[src/hdl/bba_pkg.sv]
// Package for the bitmap block allocator: sizes, codes, payload words and the
// command and status structs that pass between controller and datapath.
// Depends on nothing; every other file imports it.
package bba_pkg;

   localparam int MEM_BLOCKS    = 1024;
   localparam int BLOCK_BYTES   = 16;
   localparam int BLOCK_SHIFT   = $clog2(BLOCK_BYTES);
   localparam int TABLE_ENTRIES = 64;

   localparam int BLK_W  = $clog2(MEM_BLOCKS);
   localparam int LEN_W  = BLK_W + 1;
   localparam int SIZE_W = 16;
   localparam int NBLK_W = SIZE_W - BLOCK_SHIFT + 1;
   localparam int TBL_W  = $clog2(TABLE_ENTRIES);
   localparam int SCAN_W = TBL_W + 1;
   localparam int COL_W  = 5;
   localparam int ROW_W  = BLK_W - COL_W;
   localparam int ROWS   = MEM_BLOCKS / (2 ** COL_W);

   typedef enum logic [1:0] {
      FN_ALLOC   = 2'd0,
      FN_FREE    = 2'd1,
      FN_PROBE   = 2'd2,
      FN_REALLOC = 2'd3
   } func_type;

   typedef enum logic [2:0] {
      ST_OK        = 3'd0,
      ST_ZERO      = 3'd1,
      ST_NOSPACE   = 3'd2,
      ST_TABLEFULL = 3'd3,
      ST_NOTFOUND  = 3'd4,
      ST_NULL      = 3'd5
   } status_type;

   typedef enum logic [2:0] {
      S_IDLE,
      S_SCAN,
      S_DECIDE,
      S_CLEAR,
      S_SEARCH,
      S_RESTORE,
      S_MARK
   } state_type;

   typedef enum logic {
      SRC_OLD,
      SRC_NEW
   } src_type;

   typedef struct packed {
      func_type          func;
      logic [SIZE_W-1:0] size_bytes;
      logic [BLK_W-1:0]  handle_block;
      logic              handle_valid;
   } req_type;

   typedef struct packed {
      status_type       status;
      logic [BLK_W-1:0] start_block;
      logic [LEN_W-1:0] length_blocks;
      logic [LEN_W-1:0] keep_blocks;
   } rsp_type;

   typedef struct packed {
      logic [BLK_W-1:0] start;
      logic [LEN_W-1:0] len;
   } entry_type;

   typedef struct packed {
      logic       load;
      logic       scan_step;
      logic       srch_init;
      logic       srch_step;
      logic       mark_init;
      logic       mark_step;
      logic       mark_old;
      logic       mark_val;
      logic       invalidate;
      logic       commit;
      logic       respond;
      status_type rsp_status;
      src_type    rsp_src;
   } cmd_type;

   typedef struct packed {
      func_type func;
      logic     size_zero;
      logic     hval;
      logic     hit_old;
      logic     free_found;
      logic     scan_done;
      logic     srch_done;
      logic     srch_hit;
      logic     mark_done;
   } stat_type;

endpackage

[src/hdl/bba_datapath.sv]
// Datapath of the bitmap block allocator: request word, occupancy bitmap,
// allocation table memory, table scan, first-fit search and run marking.
// Depends on bba_pkg; driven by bba_controller.
module bba_datapath (
   input  logic             clock,
   input  logic             reset,
   input  bba_pkg::req_type req_data,
   input  bba_pkg::cmd_type cmd,
   output bba_pkg::stat_type stat,
   output logic             rsp_strobe,
   output bba_pkg::rsp_type rsp_data
);
   import bba_pkg::*;

   req_type           req_ff;
   logic [NBLK_W-1:0] nblk_ff;
   logic [(2**COL_W)-1:0] bm_ff [ROWS];
   logic [TABLE_ENTRIES-1:0] valid_ff;
   entry_type         tbl_mem [TABLE_ENTRIES];

   logic [SCAN_W-1:0] scan_idx_ff;
   logic              rd_pend_ff;
   logic [TBL_W-1:0]  rd_idx_ff;
   entry_type         rd_data_ff;
   logic              match_found_ff;
   logic [TBL_W-1:0]  match_idx_ff;
   logic [BLK_W-1:0]  match_start_ff;
   logic [LEN_W-1:0]  match_len_ff;
   logic              free_found_ff;
   logic [TBL_W-1:0]  free_idx_ff;

   logic [BLK_W-1:0]  srch_idx_ff;
   logic [LEN_W-1:0]  run_ff;
   logic              srch_done_ff;
   logic              srch_hit_ff;
   logic [BLK_W-1:0]  srch_start_ff;

   logic [LEN_W-1:0]  mark_cnt_ff;
   logic              mark_done_ff;

   logic              strobe_ff;
   rsp_type           rsp_ff;

   logic [NBLK_W-1:0] nblk_in;
   logic              over;
   logic              hit_old;
   logic              srch_bit;
   logic [LEN_W-1:0]  run_in;
   logic              srch_hit_in;
   logic [BLK_W-1:0]  srch_start_in;
   logic [BLK_W-1:0]  mark_base;
   logic [LEN_W-1:0]  mark_len;
   logic [BLK_W-1:0]  mark_addr;
   logic [TBL_W-1:0]  slot;
   logic [LEN_W-1:0]  keep_in;
   logic              rd_match;
   logic [TABLE_ENTRIES-1:0] valid_in;

   assign nblk_in = NBLK_W'(req_data.size_bytes >> BLOCK_SHIFT)
                  + NBLK_W'(|req_data.size_bytes[BLOCK_SHIFT-1:0]);
   assign over    = nblk_ff > NBLK_W'(MEM_BLOCKS);
   assign hit_old = match_found_ff & req_ff.handle_valid;

   assign srch_bit      = bm_ff[srch_idx_ff[BLK_W-1:COL_W]][srch_idx_ff[COL_W-1:0]];
   assign run_in        = srch_bit ? '0 : run_ff + LEN_W'(1);
   assign srch_hit_in   = !srch_bit && (NBLK_W'(run_in) == nblk_ff);
   assign srch_start_in = BLK_W'({1'b0, srch_idx_ff} + LEN_W'(1) - nblk_ff[LEN_W-1:0]);

   assign mark_base = cmd.mark_old ? match_start_ff : srch_start_ff;
   assign mark_len  = cmd.mark_old ? match_len_ff : nblk_ff[LEN_W-1:0];
   assign mark_addr = mark_base + mark_cnt_ff[BLK_W-1:0];

   assign slot = (req_ff.func == FN_REALLOC && hit_old)
               ? ((free_found_ff && free_idx_ff < match_idx_ff) ? free_idx_ff : match_idx_ff)
               : free_idx_ff;
   assign keep_in = (req_ff.func == FN_REALLOC && hit_old)
                  ? ((nblk_ff[LEN_W-1:0] < match_len_ff) ? nblk_ff[LEN_W-1:0] : match_len_ff)
                  : '0;
   assign rd_match = valid_ff[rd_idx_ff] && rd_data_ff.start == req_ff.handle_block;

   always_ff @(posedge clock) begin
      if (cmd.load) begin
         req_ff  <= req_data;
         nblk_ff <= nblk_in;
      end
   end

   // The table is read one entry a cycle; the compare runs in the cycle after the read, on the registered entry.
   always_ff @(posedge clock) begin
      if (cmd.scan_step && scan_idx_ff < SCAN_W'(TABLE_ENTRIES)) begin
         rd_data_ff <= tbl_mem[scan_idx_ff[TBL_W-1:0]];
      end
      if (cmd.commit) begin
         tbl_mem[slot] <= '{start: srch_start_ff, len: nblk_ff[LEN_W-1:0]};
      end
   end

   always_ff @(posedge clock) begin
      if (reset) begin
         scan_idx_ff    <= '0;
         rd_pend_ff     <= 1'b0;
         match_found_ff <= 1'b0;
         free_found_ff  <= 1'b0;
      end else if (cmd.load) begin
         scan_idx_ff    <= '0;
         rd_pend_ff     <= 1'b0;
         match_found_ff <= 1'b0;
         free_found_ff  <= 1'b0;
      end else if (cmd.scan_step) begin
         rd_pend_ff <= scan_idx_ff < SCAN_W'(TABLE_ENTRIES);
         rd_idx_ff  <= scan_idx_ff[TBL_W-1:0];
         if (scan_idx_ff < SCAN_W'(TABLE_ENTRIES)) begin
            scan_idx_ff <= scan_idx_ff + SCAN_W'(1);
         end
         if (rd_pend_ff) begin
            if (rd_match && !match_found_ff) begin
               match_found_ff <= 1'b1;
               match_idx_ff   <= rd_idx_ff;
               match_start_ff <= rd_data_ff.start;
               match_len_ff   <= rd_data_ff.len;
            end
            if (!valid_ff[rd_idx_ff] && !free_found_ff) begin
               free_found_ff <= 1'b1;
               free_idx_ff   <= rd_idx_ff;
            end
         end
      end
   end

   always_comb begin
      valid_in = valid_ff;
      if (cmd.invalidate) begin
         valid_in[match_idx_ff] = 1'b0;
      end
      if (cmd.commit) begin
         if (req_ff.func == FN_REALLOC && hit_old) begin
            valid_in[match_idx_ff] = 1'b0;
         end
         valid_in[slot] = 1'b1;
      end
   end

   always_ff @(posedge clock) begin
      if (reset) begin
         valid_ff <= '0;
      end else begin
         valid_ff <= valid_in;
      end
   end

   always_ff @(posedge clock) begin
      if (reset) begin
         srch_done_ff <= 1'b0;
         srch_hit_ff  <= 1'b0;
      end else if (cmd.srch_init) begin
         srch_idx_ff  <= '0;
         run_ff       <= '0;
         srch_done_ff <= 1'b0;
         srch_hit_ff  <= 1'b0;
      end else if (cmd.srch_step) begin
         if (over) begin
            srch_done_ff <= 1'b1;
         end else begin
            run_ff      <= run_in;
            srch_idx_ff <= srch_idx_ff + BLK_W'(1);
            if (srch_hit_in) begin
               srch_done_ff  <= 1'b1;
               srch_hit_ff   <= 1'b1;
               srch_start_ff <= srch_start_in;
            end else if (srch_idx_ff == BLK_W'(MEM_BLOCKS - 1)) begin
               srch_done_ff <= 1'b1;
            end
         end
      end
   end

   always_ff @(posedge clock) begin
      if (reset) begin
         mark_done_ff <= 1'b0;
         mark_cnt_ff  <= '0;
      end else if (cmd.mark_init) begin
         mark_done_ff <= 1'b0;
         mark_cnt_ff  <= '0;
      end else if (cmd.mark_step) begin
         mark_cnt_ff <= mark_cnt_ff + LEN_W'(1);
         if (mark_cnt_ff + LEN_W'(1) == mark_len) begin
            mark_done_ff <= 1'b1;
         end
      end
   end

   always_ff @(posedge clock) begin
      if (reset) begin
         for (int r = 0; r < ROWS; r++) begin
            bm_ff[r] <= '0;
         end
      end else if (cmd.mark_step) begin
         bm_ff[mark_addr[BLK_W-1:COL_W]][mark_addr[COL_W-1:0]] <= cmd.mark_val;
      end
   end

   always_ff @(posedge clock) begin
      if (reset) begin
         strobe_ff <= 1'b0;
      end else begin
         strobe_ff <= cmd.respond;
      end
   end

   always_ff @(posedge clock) begin
      if (cmd.respond) begin
         rsp_ff.status <= cmd.rsp_status;
         if (cmd.rsp_status != ST_OK) begin
            rsp_ff.start_block   <= '0;
            rsp_ff.length_blocks <= '0;
            rsp_ff.keep_blocks   <= '0;
         end else if (cmd.rsp_src == SRC_OLD) begin
            rsp_ff.start_block   <= match_start_ff;
            rsp_ff.length_blocks <= match_len_ff;
            rsp_ff.keep_blocks   <= '0;
         end else begin
            rsp_ff.start_block   <= srch_start_ff;
            rsp_ff.length_blocks <= nblk_ff[LEN_W-1:0];
            rsp_ff.keep_blocks   <= keep_in;
         end
      end
   end

   assign stat.func       = req_ff.func;
   assign stat.size_zero  = req_ff.size_bytes == '0;
   assign stat.hval       = req_ff.handle_valid;
   assign stat.hit_old    = hit_old;
   assign stat.free_found = free_found_ff;
   assign stat.scan_done  = scan_idx_ff == SCAN_W'(TABLE_ENTRIES);
   assign stat.srch_done  = srch_done_ff;
   assign stat.srch_hit   = srch_hit_ff;
   assign stat.mark_done  = mark_done_ff;

   assign rsp_strobe = strobe_ff;
   assign rsp_data   = rsp_ff;

endmodule

[src/hdl/bba_controller.sv]
// Controller of the bitmap block allocator: the state machine that sequences
// table scan, search and marking for each operation.
// Depends on bba_pkg; drives bba_datapath.
module bba_controller (
   input  logic              clock,
   input  logic              reset,
   input  logic              start,
   input  bba_pkg::stat_type stat,
   output bba_pkg::cmd_type  cmd,
   output logic              busy
);
   import bba_pkg::*;

   state_type state_ff;
   state_type state_in;
   logic      realloc_hit;

   assign realloc_hit = stat.func == FN_REALLOC && stat.hit_old;

   always_ff @(posedge clock) begin
      if (reset) begin
         state_ff <= S_IDLE;
      end else begin
         state_ff <= state_in;
      end
   end

   always_comb begin
      cmd        = '0;
      cmd.rsp_status = ST_OK;
      cmd.rsp_src    = SRC_NEW;
      state_in   = state_ff;
      busy       = state_ff != S_IDLE;
      case (state_ff)
         S_IDLE: begin
            if (start) begin
               cmd.load = 1'b1;
               state_in = S_SCAN;
            end
         end
         S_SCAN: begin
            cmd.scan_step = 1'b1;
            if (stat.scan_done) begin
               state_in = S_DECIDE;
            end
         end
         S_DECIDE: begin
            case (stat.func)
               FN_FREE: begin
                  if (!stat.hval) begin
                     cmd.respond    = 1'b1;
                     cmd.rsp_status = ST_NULL;
                     state_in       = S_IDLE;
                  end else if (!stat.hit_old) begin
                     cmd.respond    = 1'b1;
                     cmd.rsp_status = ST_NOTFOUND;
                     state_in       = S_IDLE;
                  end else begin
                     cmd.mark_init = 1'b1;
                     state_in      = S_CLEAR;
                  end
               end
               default: begin
                  if (realloc_hit) begin
                     cmd.mark_init = 1'b1;
                     state_in      = S_CLEAR;
                  end else if (stat.size_zero) begin
                     cmd.respond    = 1'b1;
                     cmd.rsp_status = ST_ZERO;
                     state_in       = S_IDLE;
                  end else begin
                     cmd.srch_init = 1'b1;
                     state_in      = S_SEARCH;
                  end
               end
            endcase
         end
         S_CLEAR: begin
            cmd.mark_old = 1'b1;
            cmd.mark_val = 1'b0;
            if (!stat.mark_done) begin
               cmd.mark_step = 1'b1;
            end else if (stat.func == FN_FREE) begin
               cmd.invalidate = 1'b1;
               cmd.respond    = 1'b1;
               cmd.rsp_src    = SRC_OLD;
               state_in       = S_IDLE;
            end else if (stat.size_zero) begin
               cmd.invalidate = 1'b1;
               cmd.respond    = 1'b1;
               cmd.rsp_status = ST_ZERO;
               state_in       = S_IDLE;
            end else begin
               cmd.srch_init = 1'b1;
               state_in      = S_SEARCH;
            end
         end
         S_SEARCH: begin
            if (!stat.srch_done) begin
               cmd.srch_step = 1'b1;
            end else if (!stat.srch_hit) begin
               if (realloc_hit) begin
                  cmd.mark_init = 1'b1;
                  state_in      = S_RESTORE;
               end else begin
                  cmd.respond    = 1'b1;
                  cmd.rsp_status = ST_NOSPACE;
                  state_in       = S_IDLE;
               end
            end else if (stat.func == FN_PROBE) begin
               cmd.respond = 1'b1;
               state_in    = S_IDLE;
            end else if (!realloc_hit && !stat.free_found) begin
               cmd.respond    = 1'b1;
               cmd.rsp_status = ST_TABLEFULL;
               state_in       = S_IDLE;
            end else begin
               cmd.mark_init = 1'b1;
               state_in      = S_MARK;
            end
         end
         S_RESTORE: begin
            cmd.mark_old = 1'b1;
            cmd.mark_val = 1'b1;
            if (!stat.mark_done) begin
               cmd.mark_step = 1'b1;
            end else begin
               cmd.respond    = 1'b1;
               cmd.rsp_status = ST_NOSPACE;
               state_in       = S_IDLE;
            end
         end
         S_MARK: begin
            cmd.mark_val = 1'b1;
            if (!stat.mark_done) begin
               cmd.mark_step = 1'b1;
            end else begin
               cmd.commit  = 1'b1;
               cmd.respond = 1'b1;
               state_in    = S_IDLE;
            end
         end
         default: begin
            state_in = S_IDLE;
         end
      endcase
   end

endmodule

[src/hdl/bitmap_block_allocator.sv]
// Top level of the bitmap first-fit block allocator.
// Depends on bba_pkg, bba_controller and bba_datapath.
//
// A request word is taken on req_data at a clock edge where start is high and
// busy is low. busy stays high until the result has been issued; one result
// word per request appears on rsp_data, flagged by rsp_strobe for exactly one
// cycle, and the receiver cannot hold it off.
// Each request first scans the 64-entry allocation table one entry a cycle.
// Allocate, probe and reallocate then walk the occupancy bitmap one block a
// cycle, over up to all 1024 blocks, and marking or clearing a run steps
// through it block by block.
// Synchronous reset marks every block free and every table entry invalid at
// once; the block accepts a request in the cycle after reset is released.
module bitmap_block_allocator (
   input  logic             clock,
   input  logic             reset,
   input  logic             start,
   output logic             busy,
   input  bba_pkg::req_type req_data,
   output logic             rsp_strobe,
   output bba_pkg::rsp_type rsp_data
);
   import bba_pkg::*;

   cmd_type  cmd;
   stat_type stat;

   bba_controller u_ctrl (
      .clock (clock),
      .reset (reset),
      .start (start),
      .stat  (stat),
      .cmd   (cmd),
      .busy  (busy)
   );

   bba_datapath u_dp (
      .clock      (clock),
      .reset      (reset),
      .req_data   (req_data),
      .cmd        (cmd),
      .stat       (stat),
      .rsp_strobe (rsp_strobe),
      .rsp_data   (rsp_data)
   );

   a_accept_busy: assert property (@(posedge clock) disable iff (reset)
      start && !busy |=> busy)
      else $error("busy not raised after a request word was taken");

   a_strobe_idle: assert property (@(posedge clock) disable iff (reset)
      rsp_strobe |-> !busy)
      else $error("result issued while a request is still in progress");

   a_single_result: assert property (@(posedge clock) disable iff (reset)
      rsp_strobe |=> !rsp_strobe)
      else $error("more than one result word for one request");

   a_error_fields: assert property (@(posedge clock) disable iff (reset)
      rsp_strobe && rsp_data.status != ST_OK |->
         rsp_data.start_block == '0 && rsp_data.length_blocks == '0 &&
         rsp_data.keep_blocks == '0)
      else $error("error result carries non-zero fields");

endmodule
[config.mk]
export PLATFORM = sky130hd
export DESIGN_NAME = bitmap_block_allocator
export DESIGN_NICKNAME = d
export VERILOG_FILES = /design/src/hdl/bba_pkg.sv /design/src/hdl/bba_datapath.sv /design/src/hdl/bba_controller.sv /design/src/hdl/bitmap_block_allocator.sv
export SDC_FILE = /design/constraint.sdc
export NUM_CORES = 2
export LEC_CHECK = 0
export BUFFER_PORTS_ARGS = -buffer_cell sky130_fd_sc_hd__buf_2
export CAP_MARGIN = 20
export CORE_MARGIN = 3
export CORE_UTILIZATION = 55
export DETAILED_ROUTE_END_ITERATION = 8
export PLACE_DENSITY_LB_ADDON = 0.08
export SYNTH_ARGS = -nofsm -noshare
export SYNTH_HDL_FRONTEND = slang
export SYNTH_SLANG_ARGS = --single-unit
[constraint.sdc]
create_clock -name clock -period 9.5 [get_ports clock]
set_clock_uncertainty 0.1 [all_clocks]
set_input_delay 1.9 -clock clock [delete_from_list [all_inputs] [get_ports clock]]
set_output_delay 1.9 -clock clock [all_outputs]
set_load 0.01 [all_outputs]
After elaboration in Yosys (flattened, before gate mapping)
Memory sizes are Yosys's and may differ from the RTL's. A register that Yosys moved wholly into a read port is not among the register bits. Cells that the tools add are included.

Register bits after elaboration: 239. Latch bits: 0. Memory bits (writable): 2368. Memory bits (read-only): 0. Input bits: 32. Output and inout port bits: 37. Word-level logic and storage cells: 230. Memories: 2.

Add/subtract/negate cells: 8. Multipliers: 0. Divide/modulo/power cells: 0. $lt $le $gt $ge: 12. Eq/ne operators: 20. Shift-type cells: 0. Multiplexer cells: 106. Bitwise operators: 11. Reductions and logical operators: 43.

Memory list: u_dp.tbl_mem (words 64, width 21, read ports 1, clocked after memory_dff 1, write ports 1, RTL line bba_datapath.sv:19) `entry_type tbl_mem [TABLE_ENTRIES];`; u_dp.bm_ff (words 32, width 32, read ports 1, clocked after memory_dff 1, write ports 32, RTL line bba_datapath.sv:17) `logic [(2**COL_W)-1:0] bm_ff [ROWS];`.

Operators by type and width (count): $mux W64 (4); $and A64 B64 Y64 (2); $mux W32 (4); $mux W11 (6); $not A64 Y64 (1); $or A64 B64 Y64 (1); $mux W3 (16); $mux W1 (45); $mux W4 (10); $reduce_or A32 Y1 (1); $mux W10 (3); $add A11 B1 Y11 const B (2); $lt A6 B7 Y1 const B (3); $add A10 B1 Y10 const B (2); $mux W5 (4); $reduce_and A5 Y1 (4); $pmux W3 S6 (1); $logic_not A16 Y1 (1); $reduce_and A3 Y1 (5); $add A12 B1 Y13 (1); $eq A11 B13 Y1 (1); $gt A13 B11 Y1 const B (1); $demux W1 S6 (2); $ge A6 B1 Y1 const B (2); other kinds (38) (78).

Depth between registers and ports, before layout
Word-level depth: 12. Gate-level depth with buffers: 19. Gate-level depth less buffers: 15.

By module
From an unflattened synthesis, not the netlist that was laid out.

Cells, all modules: 7785. Area, all modules: 118542.4 um^2.

By module, submodules not included: bba_datapath (times used 1, cells each 7696, area an instance 117939.4 um^2, sequential area each 78034.8 um^2); bba_controller (times used 1, cells each 89, area an instance 603.1 um^2, sequential area each 60.1 um^2).

Worst setup path after synthesis
Ideal clock, no wire load.

Path type: input port to flip-flop. From: in start. To: reg u_dp.match_idx_ff[0], enable pin. Setup time: 483 ps. Arrival time: 6621 ps. Required time: 8917 ps. Path slack: 2296 ps. Stages on the path: 6. Path buffers: 1. Cells stage by stage: and2_1 > or2_2 > clkbuf_1 > nor3_1 > nand2_1 > nor4_1.

Longest elaborated chain between the ends: 4.

RTL lines: from (decl) (RTL line bitmap_block_allocator.sv:17) `input logic start,`; $mux W1 (RTL line bba_controller.sv:36) `if (start) begin`; $mux W1 (RTL line bba_controller.sv:34) `case (state_ff)`; $not A1 Y1 (no source line); $reduce_and A5 Y1 (no source line); to (signal assigned) (RTL line bba_datapath.sv:118) `match_idx_ff <= rd_idx_ff;`; to (decl) (RTL line bba_datapath.sv:26) `logic [TBL_W-1:0] match_idx_ff;`.

No other way between the ends. A chain may end at the register's enable or synchronous reset.

==> out/results.tsv <==
stage	metric	value	unit
sta	slew_headroom	25.6	%
synthesis	synthCells	7720	
setup_path	cp.required	9.98	ns
floorplan	core	213000	um^2
power_and_ir_drop	irDropWorstVdd	0.211	mV
global_route	track_usage	29.1	%
detailed_routing	wl_met3	24.8	mm
power_and_ir_drop	power.switching	0.00612	W
sta	final-hold-violation-count	0	
synthesis	ys.flop_type	edfxtp_1	
power_and_ir_drop	total_power	0.0264	W
setup_path	crit_path_cell_trace	nor2b_1 > o21ai_2 > buf_4 > mux2_2 > ha_1 > a21o_1 > a21oi_1 > o21bai_1 > a21oi_1 > o21ai_0 > nand3_1 > nand2_1 > xnor2_2 > nand2_4 > buf_12 > o21bai_1	
power_and_ir_drop	intPower	0.0203	W
clocking	holdBufCountCts	0	
setup_path	arrival	7.07	ns
detailed_routing	routedWlPerCell	29.9	um
setup_path	critical_path.max_stage_delay	0.79	ns
clocking	worstSkewPairLatency	0.95	ns
clocking	cts.sink_count	2633	
hold_path	hp-class	flop to flop	
floorplan	ios	69	
flow_run	max_cap_viol_count	0	
clocking	cts_max_level	5	
placed_design	gp_congestion	0.882	
global_route	grt_pass1_vias	69500	
placed_design	io_buffers	68	
floorplan	dieArea	220000	um^2
setup_path	cp_num_buf_inv	2	
synthesis	synthMostInstantiatedCell	edfxtp_1	
setup_path	critPathSlowestCell	xnor2_2	
clocking	numCtsBuffers	294	
layout	multi_input_area	37500	um^2
floorplan	die_y	469	um
detailed_routing	wl_met1	123	mm
synthesis	synth_fp_nets	7802	
sta	drv_slew	0	
setup_path	path_delay_family	compound AO/OA/AOI/OAI gates	
detailed_routing	highest_layer	met5	
synthesis	postSynthAreaPerCell	15.3	um^2
setup_path	endpoint_kind	flop	
clocking	clockBufferDepth	4	
sta	tightest_slew	1.11	ns
clocking	postCtsSetupBuffers	0	
sta	setup_violations	0	
detailed_routing	wl	320	mm
clocking	cts_resized	0	
synthesis	synth-seq-area-share	66.2	%
layout	num-nets-final	7748	
clocking	root_buffer	clkbuf_16	
synthesis	yosysWarningCount	0	
sta	setup-tns-final	0	ns
sta	rsz0062_at_grt	no	
run_status	status	completed	
synthesis	synth.distinct_cells	80	
detailed_routing	dr.pass1.iters	8	
layout	fin_area	130000	um^2
global_route	grt_max_degree	140	
layout	drive_gt1_share	18.8	%
global_route	antenna_found_initial	9	
setup_path	startpoint_type	flop	
detailed_routing	met2_length	157	mm
layout	num-fill-cells	16000	
clocking	path_clk_slew	0.06	ns
placed_design	dp_cells	10200	
placed_design	preCtsSetupSlack	3.00	ns
sta	fin_crit_sh	69.4	%
layout	area_delta_synth_final	10.3	%
detailed_routing	via_per_inst	6.53	
placed_design	place_hpwl	181	mm
detailed_routing	drt_iter0_markers	8503	
power_and_ir_drop	seq_power_share	50.1	%
global_route	grt_pass1_wl	469	mm
placed_design	placed_cell_area	121000	um^2
sta	setup_slack	2.91	ns
sta	min_period	6.59	ns
synthesis	netlist.area_leader.share	64.6	%
detailed_routing	ant_nets	0	
global_route	grt_overflow	0	
synthesis	synth_top_cell_by_area	edfxtp_1	
layout	final_cells	10700	
synthesis	synth_edf_count	2536	
power_and_ir_drop	comb_power_share	9.9	%
clocking	cts_tree	built	
setup_path	cp_max_fo	139	
floorplan	die_x	469	um
floorplan	rows	169	
synthesis	synth_area	118000	um^2
power_and_ir_drop	p_leak	42.8	nW
layout	seq_area	78100	um^2
power_and_ir_drop	switching_share	23.2	%
setup_path	critical_path_class	flop to flop	
detailed_routing	drc	0	
synthesis	ys_top_cells_by_area	edfxtp_1 (65%), mux4_2 (13%), nor2_1 (4.2%)	
floorplan	initial_core_util	55.4	%
synthesis	synth_common_cells	edfxtp_1 (2536), nor2_1 (1335), mux4_2 (695)	
detailed_routing	vias	69800	
sta	clock.fmax	152	MHz
synthesis	ys_ff_latch	2633	
power_and_ir_drop	pwr-share-clk	40.0	%
power_and_ir_drop	power_density	203	nW/um^2
synthesis	async_flop_share	0	%
## power groups by stage
stage	registers [W]	clock network [W]	logic (W)
after floorplan	0.0134	0	0.00180
after global placement	0.0135	0	0.00258
after detailed placement	0.0135	0	0.00262
after CTS	0.0132	0.0107	0.00262
after global routing	0.0133	0.0112	0.00278
final	0.0132	0.0106	0.00261
## placed cells by master, fill, tap and decap left out, drive strengths merged, types with 6 or more instances in the layout
cell	synthesis	layout
nand2b	32	32
or3	11	11
a211oi	12	12
a31oi	16	16
and3	13	13
xnor2	60	60
a21oi	105	105
nand2	398	398
bufinv	0	11
nor2	1345	1345
o22ai	21	21
a221oi	13	13
and2	7	7
a22oi	8	8
mux2i	83	83
clkbuf	459	381
o21bai	645	645
mux4	698	698
a221o	10	10
a21o	400	400
buf	146	254
nor3	20	20
o21ai	112	112
nand3	60	60
ha	48	48
xor2	43	43
o22a	6	6
dfxtp	97	97
nand4	16	16
nor4	23	23
o21a	45	45
nor2b	28	28
clkinv	2	99
a2111oi	10	10
mux2	55	55
edfxtp	2536	2536
inv	71	73
## metal layers
layer,track usage [%],up-vias
met2,47.5,3215
li1,-,29500
met5,0,-
met4,12.7,8
met3,4.27,741
met1,39.3,36300
## area by class of cell
type	instances	area share (%)
Inverter	73	0.212
Clock inverter	115	0.610
Multi-Input combinational cell	4409	28.8
Sequential cell	2633	60.1
Clock buffer	380	6.09
Timing Repair Buffer	255	1.49
Tap cell	2821	2.71
Antenna cell	4	0.00769
## cell families (layout without fill, tap and decap cells)
group                      Yosys count  in the layout  share of synthesized area, %
adders and majority gates           50             50                         0.543
other                                0              4                             0
AOI/OAI and AO/OA                 1442           1442                          8.79
muxes                              836            836                          14.6
and+or+nand+nor                   1978           1978                          6.79
buffers and inverters              678            823                          2.33
xor gates and xnor gates           103            103                         0.765
DFF                               2633           2633                          66.2
## worst paths after layout
path                            from                    to  slack, ns  cells past startpoint
hold / removal    u_dp.rd_data_ff[1]  u_dp.match_len_ff[1]       0.33                      0
setup reg to reg  u_ctrl.state_ff[1]    u_dp.bm_ff[10][31]       2.91                     16
setup / recovery  u_ctrl.state_ff[1]    u_dp.bm_ff[10][31]       2.91                     16
hold reg to reg   u_dp.rd_data_ff[1]  u_dp.match_len_ff[1]       0.33                      0
## state kept, by name (all words and copies together) (netlist names), 3 cells and up, named ones only
signal,flops
u_dp.srch_idx_ff,10
u_dp.mark_cnt_ff,11
u_dp.match_idx_ff,6
u_dp.match_start_ff,10
u_dp.valid_ff,64
u_dp.run_ff,11
u_dp.rsp_data,35
u_dp.req_ff,26
u_dp.tbl_mem,1344
u_dp.scan_idx_ff,7
u_dp.rd_data_ff,21
u_ctrl.state_ff,3
u_dp.rd_idx_ff,6
u_dp.free_idx_ff,6
u_dp.match_len_ff,11
u_dp.bm_ff,1024
u_dp.nblk_ff,13
u_dp.stat,3
u_dp.srch_start_ff,10
## stage by stage
step | hold slack [ns] | utilization [%]
after floorplan | 0.300 | -
after global placement | 0.303 | 57.0
after detailed placement | 0.316 | 57.0
after CTS | 0.326 | 61.1
after global routing | 0.329 | 61.2
final | 0.325 | 61.2
(Power assumes the default switching activity.)
